--- config.mk ---
export PLATFORM = sky130hd
export DESIGN_NAME = xoshiro256ss_random_generator_core
export DESIGN_NICKNAME = d
export VERILOG_FILES = /design/src/hdl/xrng_pkg.sv /design/src/hdl/xoshiro256ss_random_generator_core.sv /design/src/hdl/xrng_datapath.sv /design/src/hdl/xrng_ctrl.sv
export SDC_FILE = /design/constraint.sdc
export NUM_CORES = 2
export LEC_CHECK = 0
export BUFFER_PORTS_ARGS = -buffer_cell sky130_fd_sc_hd__clkbuf_2
export CORE_ASPECT_RATIO = 0.8
export CORE_MARGIN = 2
export CORE_UTILIZATION = 60
export CTS_CLUSTER_SIZE = 8
export DETAILED_ROUTE_END_ITERATION = 10
export PLACE_DENSITY_LB_ADDON = 0.08
export SLEW_MARGIN = 30
export SYNTH_ARGS = -nofsm -noshare
export SYNTH_HDL_FRONTEND = slang
export SYNTH_SLANG_ARGS = --single-unit
export TNS_END_PERCENT = 100
--- constraint.sdc ---
create_clock -name clock -period 26.3 [get_ports clock]
set_input_delay 5.26 -clock clock [delete_from_list [all_inputs] [get_ports clock]]
set_output_delay 5.26 -clock clock [all_outputs]
set_load 0.02 [all_outputs]
--- src/hdl/xrng_pkg.sv ---
package xrng_pkg;

   localparam int unsigned COUNT_W = 10;
   localparam logic [COUNT_W-1:0] MAX_REQUEST_BYTES = 10'd512;
   localparam logic [COUNT_W-1:0] WORD_BYTES = 10'd8;

   localparam logic [63:0] GOLDEN_INC    = 64'h9E37_79B9_7F4A_7C15;
   localparam logic [63:0] MIX_MUL_A     = 64'hBF58_476D_1CE4_E5B9;
   localparam logic [63:0] MIX_MUL_B     = 64'h94D0_49BB_1331_11EB;
   localparam logic [63:0] ZERO_SEED_SUB = 64'h1234_5678_9ABC_DEF0;
   localparam logic [63:0] FALLBACK_W0   = 64'h1234_5678_9ABC_DEF0;
   localparam logic [63:0] FALLBACK_W1   = 64'h0FED_CBA9_8765_4321;
   localparam logic [63:0] FALLBACK_W2   = 64'h5A5A_5A5A_5A5A_5A5A;
   localparam logic [63:0] FALLBACK_W3   = 64'hA5A5_A5A5_A5A5_A5A5;

   typedef logic [3:0] op_type;

   // datapath operations
   localparam op_type OP_NONE     = 4'd0;
   localparam op_type OP_SEED     = 4'd1;   // load splitmix accumulator
   localparam op_type OP_ADD      = 4'd2;   // acc += golden, first xor-shift
   localparam op_type OP_MUL_LO   = 4'd3;   // prod = zl * cl
   localparam op_type OP_MUL_HI_A = 4'd4;   // prod.hi += zh * cl
   localparam op_type OP_MUL_HI_B = 4'd5;   // prod.hi += zl * ch
   localparam op_type OP_FOLD     = 4'd6;   // z = prod ^ (prod >> 27)
   localparam op_type OP_STORE    = 4'd7;   // state word = prod ^ (prod >> 31)
   localparam op_type OP_FIX      = 4'd8;   // all-zero state fallback

   typedef struct packed {
      op_type     op;
      logic       mul_sel_b;
      logic [1:0] word_idx;
      logic       load_req;
      logic       issue;
   } cmd_type;

   typedef struct packed {
      logic rem_zero;
      logic rem_last;
      logic pipe_adv;
   } status_type;

endpackage

--- src/hdl/xoshiro256ss_random_generator_core.sv ---
// xoshiro256** random byte source. A request word asks for up to 512 bytes
// (larger counts are clipped to 512, zero gives no result words). Results
// come back as 64-bit generator words, byte 0 in the low bits, with a count
// of valid bytes that is 8 except possibly on the final word, which carries
// tlast. The first request after reset seeds the four state words from the
// seed register through four splitmix64 steps; this seeding runs on the
// single 32x32 multiplier, which builds each 64-bit product in three
// passes. After that the block issues one word per cycle through a
// two-stage output pipeline while the consumer keeps tready high; a stall
// holds the pipeline. The seed is only read at that first request; writes
// after seeding have no effect, as reset clears the seed register to zero.
module xoshiro256ss_random_generator_core (
   input  logic        clock,
   input  logic        reset,
   // request channel
   input  logic        req_tvalid,
   output logic        req_tready,
   input  logic [15:0] req_tdata,    // [9:0] byte_count, rest zero
   // result channel
   output logic        rsp_tvalid,
   input  logic        rsp_tready,
   output logic [71:0] rsp_tdata,    // [63:0] random_word, [67:64] valid_bytes
   output logic        rsp_tlast,    // last_word
   // seed register write
   input  logic        csr_valid,
   output logic        csr_ready,
   input  logic [63:0] csr_data      // seed_value
);
   import xrng_pkg::*;

   cmd_type    cmd;
   status_type status;

   // seed register takes a write every cycle
   assign csr_ready = 1'b1;

   xrng_ctrl u_ctrl (
      .clock      (clock),
      .reset      (reset),
      .req_tvalid (req_tvalid),
      .req_tready (req_tready),
      .status     (status),
      .cmd        (cmd)
   );

   xrng_datapath u_datapath (
      .clock      (clock),
      .reset      (reset),
      .cmd        (cmd),
      .status     (status),
      .req_tdata  (req_tdata),
      .csr_valid  (csr_valid),
      .csr_data   (csr_data),
      .rsp_tvalid (rsp_tvalid),
      .rsp_tready (rsp_tready),
      .rsp_tdata  (rsp_tdata),
      .rsp_tlast  (rsp_tlast)
   );

endmodule

--- src/hdl/xrng_datapath.sv ---
module xrng_datapath (
   input  logic                clock,
   input  logic                reset,
   input  xrng_pkg::cmd_type   cmd,
   output xrng_pkg::status_type status,
   input  logic [15:0]         req_tdata,
   input  logic                csr_valid,
   input  logic [63:0]         csr_data,
   output logic                rsp_tvalid,
   input  logic                rsp_tready,
   output logic [71:0]         rsp_tdata,
   output logic                rsp_tlast
);
   import xrng_pkg::*;

   logic [63:0] seed_ff, seed_in;
   logic [63:0] acc_ff, acc_in;
   logic [63:0] z_ff, z_in;
   logic [63:0] prod_ff, prod_in;
   logic [63:0] w_ff [4];
   logic [63:0] w_in [4];
   logic [COUNT_W-1:0] rem_ff, rem_in;

   logic        s1_valid_ff, s1_valid_in;
   logic [63:0] s1_mix_ff, s1_mix_in;
   logic [3:0]  s1_bytes_ff, s1_bytes_in;
   logic        s1_last_ff, s1_last_in;
   logic        rsp_valid_ff, rsp_valid_in;
   logic [63:0] rsp_word_ff, rsp_word_in;
   logic [3:0]  rsp_bytes_ff, rsp_bytes_in;
   logic        rsp_last_ff, rsp_last_in;

   logic [31:0] mul_a, mul_b;
   logic [63:0] mul_const, mul_p, acc_sum, w1_x5, t17;
   logic [COUNT_W-1:0] req_count;
   logic [3:0]  take;
   logic        adv, rem_last;

   assign adv       = !rsp_valid_ff || rsp_tready;
   assign rem_last  = rem_ff <= WORD_BYTES;
   assign take      = rem_last ? rem_ff[3:0] : WORD_BYTES[3:0];
   assign req_count = (req_tdata[COUNT_W-1:0] > MAX_REQUEST_BYTES) ?
                      MAX_REQUEST_BYTES : req_tdata[COUNT_W-1:0];

   assign status.rem_zero = rem_ff == '0;
   assign status.rem_last = rem_last;
   assign status.pipe_adv = adv;

   // one shared 32x32 multiplier, products mod 2^64 built from three partial products
   assign mul_const = cmd.mul_sel_b ? MIX_MUL_B : MIX_MUL_A;
   assign mul_a     = (cmd.op == OP_MUL_HI_A) ? z_ff[63:32] : z_ff[31:0];
   assign mul_b     = (cmd.op == OP_MUL_HI_B) ? mul_const[63:32] : mul_const[31:0];
   assign mul_p     = {32'b0, mul_a} * {32'b0, mul_b};
   assign acc_sum   = acc_ff + GOLDEN_INC;

   assign w1_x5 = w_ff[1] + {w_ff[1][61:0], 2'b00};
   assign t17   = {w_ff[1][46:0], 17'b0};

   always_comb begin
      seed_in = csr_valid ? csr_data : seed_ff;
      acc_in  = acc_ff;
      z_in    = z_ff;
      prod_in = prod_ff;
      for (int i = 0; i < 4; i++) w_in[i] = w_ff[i];
      case (cmd.op)
         OP_SEED: begin
            acc_in = (seed_ff == '0) ? ZERO_SEED_SUB : seed_ff;
         end
         OP_ADD: begin
            acc_in = acc_sum;
            z_in   = acc_sum ^ (acc_sum >> 30);
         end
         OP_MUL_LO: begin
            prod_in = mul_p;
         end
         OP_MUL_HI_A, OP_MUL_HI_B: begin
            prod_in[63:32] = prod_ff[63:32] + mul_p[31:0];
         end
         OP_FOLD: begin
            z_in = prod_ff ^ (prod_ff >> 27);
         end
         OP_STORE: begin
            w_in[cmd.word_idx] = prod_ff ^ (prod_ff >> 31);
         end
         OP_FIX: begin
            if ((w_ff[0] | w_ff[1] | w_ff[2] | w_ff[3]) == '0) begin
               w_in[0] = FALLBACK_W0;
               w_in[1] = FALLBACK_W1;
               w_in[2] = FALLBACK_W2;
               w_in[3] = FALLBACK_W3;
            end
         end
         default: begin
         end
      endcase
      if (cmd.issue) begin
         w_in[2] = w_ff[2] ^ w_ff[0];
         w_in[3] = w_ff[3] ^ w_ff[1];
         w_in[1] = w_ff[1] ^ w_ff[2] ^ w_ff[0];
         w_in[0] = w_ff[0] ^ w_ff[3] ^ w_ff[1];
         w_in[2] = w_ff[2] ^ w_ff[0] ^ t17;
         w_in[3] = {w_in[3][18:0], w_in[3][63:19]};
      end
   end

   always_comb begin
      rem_in       = rem_ff;
      s1_valid_in  = s1_valid_ff;
      s1_mix_in    = s1_mix_ff;
      s1_bytes_in  = s1_bytes_ff;
      s1_last_in   = s1_last_ff;
      rsp_valid_in = rsp_valid_ff;
      rsp_word_in  = rsp_word_ff;
      rsp_bytes_in = rsp_bytes_ff;
      rsp_last_in  = rsp_last_ff;
      if (cmd.load_req) begin
         rem_in = req_count;
      end
      if (adv) begin
         rsp_valid_in = s1_valid_ff;
         rsp_word_in  = s1_mix_ff + {s1_mix_ff[60:0], 3'b000};
         rsp_bytes_in = s1_bytes_ff;
         rsp_last_in  = s1_last_ff;
         s1_valid_in  = cmd.issue;
      end
      if (cmd.issue) begin
         s1_mix_in   = {w1_x5[56:0], w1_x5[63:57]};
         s1_bytes_in = take;
         s1_last_in  = rem_last;
         rem_in      = rem_ff - {{(COUNT_W-4){1'b0}}, take};
      end
   end

   always_ff @(posedge clock) begin
      if (reset) begin
         seed_ff      <= '0;
         s1_valid_ff  <= 1'b0;
         rsp_valid_ff <= 1'b0;
         rem_ff       <= '0;
      end else begin
         seed_ff      <= seed_in;
         s1_valid_ff  <= s1_valid_in;
         rsp_valid_ff <= rsp_valid_in;
         rem_ff       <= rem_in;
      end
   end

   always_ff @(posedge clock) begin
      acc_ff       <= acc_in;
      z_ff         <= z_in;
      prod_ff      <= prod_in;
      for (int i = 0; i < 4; i++) w_ff[i] <= w_in[i];
      s1_mix_ff    <= s1_mix_in;
      s1_bytes_ff  <= s1_bytes_in;
      s1_last_ff   <= s1_last_in;
      rsp_word_ff  <= rsp_word_in;
      rsp_bytes_ff <= rsp_bytes_in;
      rsp_last_ff  <= rsp_last_in;
   end

   assign rsp_tvalid = rsp_valid_ff;
   assign rsp_tdata  = {4'b0000, rsp_bytes_ff, rsp_word_ff};
   assign rsp_tlast  = rsp_last_ff;

endmodule

--- src/hdl/xrng_ctrl.sv ---
module xrng_ctrl (
   input  logic                 clock,
   input  logic                 reset,
   input  logic                 req_tvalid,
   output logic                 req_tready,
   input  xrng_pkg::status_type status,
   output xrng_pkg::cmd_type    cmd
);
   import xrng_pkg::*;

   localparam logic [3:0] S_IDLE      = 4'd0;
   localparam logic [3:0] S_SEED      = 4'd1;
   localparam logic [3:0] S_ADD       = 4'd2;
   localparam logic [3:0] S_MUL_LO    = 4'd3;
   localparam logic [3:0] S_MUL_HI_A  = 4'd4;
   localparam logic [3:0] S_MUL_HI_B  = 4'd5;
   localparam logic [3:0] S_FOLD      = 4'd6;
   localparam logic [3:0] S_STORE     = 4'd7;
   localparam logic [3:0] S_FIX       = 4'd8;
   localparam logic [3:0] S_GEN       = 4'd9;

   logic [3:0] state_ff, state_in;
   logic       seeded_ff, seeded_in;
   logic       phase_ff, phase_in;    // 0: first multiply, 1: second
   logic [1:0] idx_ff, idx_in;

   always_comb begin
      state_in      = state_ff;
      seeded_in     = seeded_ff;
      phase_in      = phase_ff;
      idx_in        = idx_ff;
      cmd.op        = OP_NONE;
      cmd.mul_sel_b = phase_ff;
      cmd.word_idx  = idx_ff;
      cmd.load_req  = 1'b0;
      cmd.issue     = 1'b0;
      req_tready    = 1'b0;
      case (state_ff)
         S_IDLE: begin
            req_tready = 1'b1;
            if (req_tvalid) begin
               cmd.load_req = 1'b1;
               state_in = seeded_ff ? S_GEN : S_SEED;
            end
         end
         S_SEED: begin
            cmd.op   = OP_SEED;
            idx_in   = 2'd0;
            phase_in = 1'b0;
            state_in = S_ADD;
         end
         S_ADD: begin
            cmd.op   = OP_ADD;
            state_in = S_MUL_LO;
         end
         S_MUL_LO: begin
            cmd.op   = OP_MUL_LO;
            state_in = S_MUL_HI_A;
         end
         S_MUL_HI_A: begin
            cmd.op   = OP_MUL_HI_A;
            state_in = S_MUL_HI_B;
         end
         S_MUL_HI_B: begin
            cmd.op   = OP_MUL_HI_B;
            state_in = phase_ff ? S_STORE : S_FOLD;
         end
         S_FOLD: begin
            cmd.op   = OP_FOLD;
            phase_in = 1'b1;
            state_in = S_MUL_LO;
         end
         S_STORE: begin
            cmd.op   = OP_STORE;
            phase_in = 1'b0;
            idx_in   = idx_ff + 2'd1;
            state_in = (idx_ff == 2'd3) ? S_FIX : S_ADD;
         end
         S_FIX: begin
            cmd.op    = OP_FIX;
            seeded_in = 1'b1;
            state_in  = S_GEN;
         end
         S_GEN: begin
            if (status.rem_zero) begin
               state_in = S_IDLE;
            end else if (status.pipe_adv) begin
               cmd.issue = 1'b1;
               if (status.rem_last) state_in = S_IDLE;
            end
         end
         default: begin
            state_in = S_IDLE;
         end
      endcase
   end

   always_ff @(posedge clock) begin
      if (reset) begin
         state_ff  <= S_IDLE;
         seeded_ff <= 1'b0;
         phase_ff  <= 1'b0;
         idx_ff    <= 2'd0;
      end else begin
         state_ff  <= state_in;
         seeded_ff <= seeded_in;
         phase_ff  <= phase_in;
         idx_ff    <= idx_in;
      end
   end

endmodule

==> impl_metrics.tcl <==
set metrics [dict create \
    grt_setup_unrepaired "false" \
    drt_iter0_drc 7959 \
    ys_seq_area_share_pct 27.39 \
    synth-edff-count 586 \
    ios 161 \
    endpoint_kind "flop" \
    finalCritPeriodShare_pct 50.44 \
    clock_tree.root_cell "clkbuf_16" \
    antenna_found_initial 7 \
    cts_tree "yes" \
    cts.htree.levels 3 \
    syn_area_per_cell_um2 9.976 \
    status "finished clean" \
    required_ns 26.73 \
    setup_total_negative_slack_ns 0 \
    initial_utilization_pct 60.44 \
    io_buffers 149 \
    max_clock_freq_mhz 75.38 \
    wirelength_um 237100 \
    cts_buffer_depth 3 \
    cpMaxStageDelayCell "clkinv_1" \
    synthCells 7056 \
    drive_above_1_share_pct 6.121 \
    cts_resized 0 \
    tightest_slew_ns 1.041 \
    grt_pass1_wl_um 349000 \
    min_path_type "flop to flop" \
    yosysMostFrequentCell "inv_1" \
    final_nets 8442 \
    crit_path_frequent_cell "fa_1" \
    synthTopCellsByArea "edfxtp_1 25%, fa_1 23%, ha_1 8.9%" \
    synth_top_area_share_pct 25.00 \
    vias 54410 \
    crit_path_start_kind "flop" \
    cts_buffers 94 \
    synth_ff_type "edfxtp_1" \
    dp_hpwl_um 188900 \
    cp_max_fo 34 \
    fin_skew_ns 0.08180 \
    relSlewSlack_pct 29.94 \
    drc 0 \
    hold_viol 0 \
    cts.sink_count 670 \
    worstSetupPathType "flop to flop" \
    yosysWarnings 0 \
    wire_per_inst_um 27.52 \
    area_growth_syn_to_layout_pct 6.717 \
    fp.dieW_um 386.9 \
    synth_cell_types 93 \
    setup_viol 0 \
    syn_area_um2 70390 \
    fp-row-count 112 \
    grt_max_degree 161 \
    synth_area_leader_cell "edfxtp_1" \
    overflow 0 \
    cts_setup_buffers 0 \
    yosys-top-cells-count "988 x inv_1, 819 x fa_1, 586 x edfxtp_1" \
    coreArea_um2 116500 \
    gp_congestion 1.029 \
    crit_arrival_ns 13.69 \
    ys_ff_latch 670 \
    ant_nets 0 \
    drtPass1Iterations 7 \
    grt.total_usage_pct 39.63 \
    via_per_inst 6.316 \
    period_needed_ns 13.27 \
    grt_pass1_vias 52420 \
    clk_latency_ns 0.71 \
    clk_pin_slew_ns 0.05 \
    cts_hold_buf 0 \
    slowest_delay_ns 0.87 \
    slew_viol_final 0 \
    die_y_um 310.4 \
    ys_async_sr_fraction_pct 0 \
    cap_violations 0 \
    die_area_um2 120100 \
]
cell families after synthesis:
family	synth area share (%)
other cells	0.01067
xor+xnor	9.473
compound gates	11.81
flops	27.39
buf+inv	7.092
mux	1.488
fa+ha+maj	32.15
simple gates	10.59
placed cells by master, fill, tap and decap left out, types with 84 or more instances in the layout:
cell         n
dfxtp_1     84
a211oi_1   151
mux2i_1     88
edfxtp_1   586
a21oi_1    455
clkbuf_2   148
ha_1       494
nor2b_1     88
nor4_1      98
xor2_1     292
inv_1      985
xnor2_1    462
nand2_1    419
fa_1       819
clkbuf_16   96
a21o_1     109
o21ai_0    267
nor2_1     447
worst max-delay path: cells and delay by family (launching register included):
kind / cells / cell delay [ns]
XOR/XNOR: 1 / 0.69
AO/OA/AOI/OAI: 9 / 1.80
multiplexers: 2 / 0.97
AND/OR/NAND/NOR: 8 / 2.59
flip-flops: 1 / 0.72
adder cells (fa/ha/maj): 10 / 4.53
buffers and inverters: 6 / 1.58
layer usage:
metal / wire length (µm) / track usage (%) / part of all wire (%)
met5: 34 / 0 / 0.014
met4: 6461 / 9.175 / 2.7
met3: 36690 / 14.01 / 15
met2: 91910 / 53.14 / 39
met1: 102000 / 60.72 / 43
worst paths after layout:
kind                                  start  depth (start not counted)                    endpoint  slack, ns
setup / recovery         u_ctrl.state_ff[2]                         36      u_datapath.prod_ff[62]      13.03
hold / removal    u_datapath.s1_bytes_ff[1]                          0  u_datapath.rsp_bytes_ff[1]       0.42
setup reg to reg         u_ctrl.state_ff[2]                         36      u_datapath.prod_ff[62]      13.03
hold reg to reg   u_datapath.s1_bytes_ff[1]                          0  u_datapath.rsp_bytes_ff[1]       0.42
registers in the layout (all words and copies together) (netlist names), 2 cells and up:
register,flops
u_ctrl.state_ff,4
u_datapath.rsp_word_ff,64
u_datapath.s1_bytes_ff,4
u_datapath.z_ff,64
u_datapath.seed_ff,64
u_datapath.w_ff,256
u_datapath.s1_mix_ff,64
u_datapath.prod_ff,64
u_datapath.rsp_bytes_ff,4
u_datapath.rem_ff,10
u_ctrl.idx_ff,2
u_datapath.acc_ff,64
stage by stage:
step | cells | worst slack [ns] | hold WS [ns] | instance area, µm² | utilization (%)
5_1_grt | 8613 | 12.71 | 0.4202 | 75110 | 64.50
4_1_cts | 8612 | 13.28 | 0.4202 | 75070 | 64.46
3_5_place_dp | 8482 | 13.34 | 0.4068 | 72400 | 62.17
3_3_place_gp | 8480 | 13.51 | 0.4023 | 72340 | 62.12
2_1_floorplan | 7060 | 15.84 | 0.4003 | 70400 | -
6_report | 8614 | 13.03 | 0.4178 | 75120 | 64.50
final cells by class:
| cell class | count | area, µm² |
|---|---|---|
| Tap cell | 1539 | 1926 |
| Clock inverter | 8 | 168.9 |
| Timing Repair Buffer | 209 | 1266 |
| Antenna cell | 1 | 2.502 |
| Fill cell | 9679 | 41330 |
| Sequential cell | 670 | 19280 |
| Multi-Input combinational cell | 5071 | 46240 |
| Inverter | 994 | 3740 |
| Clock buffer | 122 | 2500 |
Power is not shown: default switching activity piles up to over one toggle a cycle in this logic, so the estimate is an artifact.
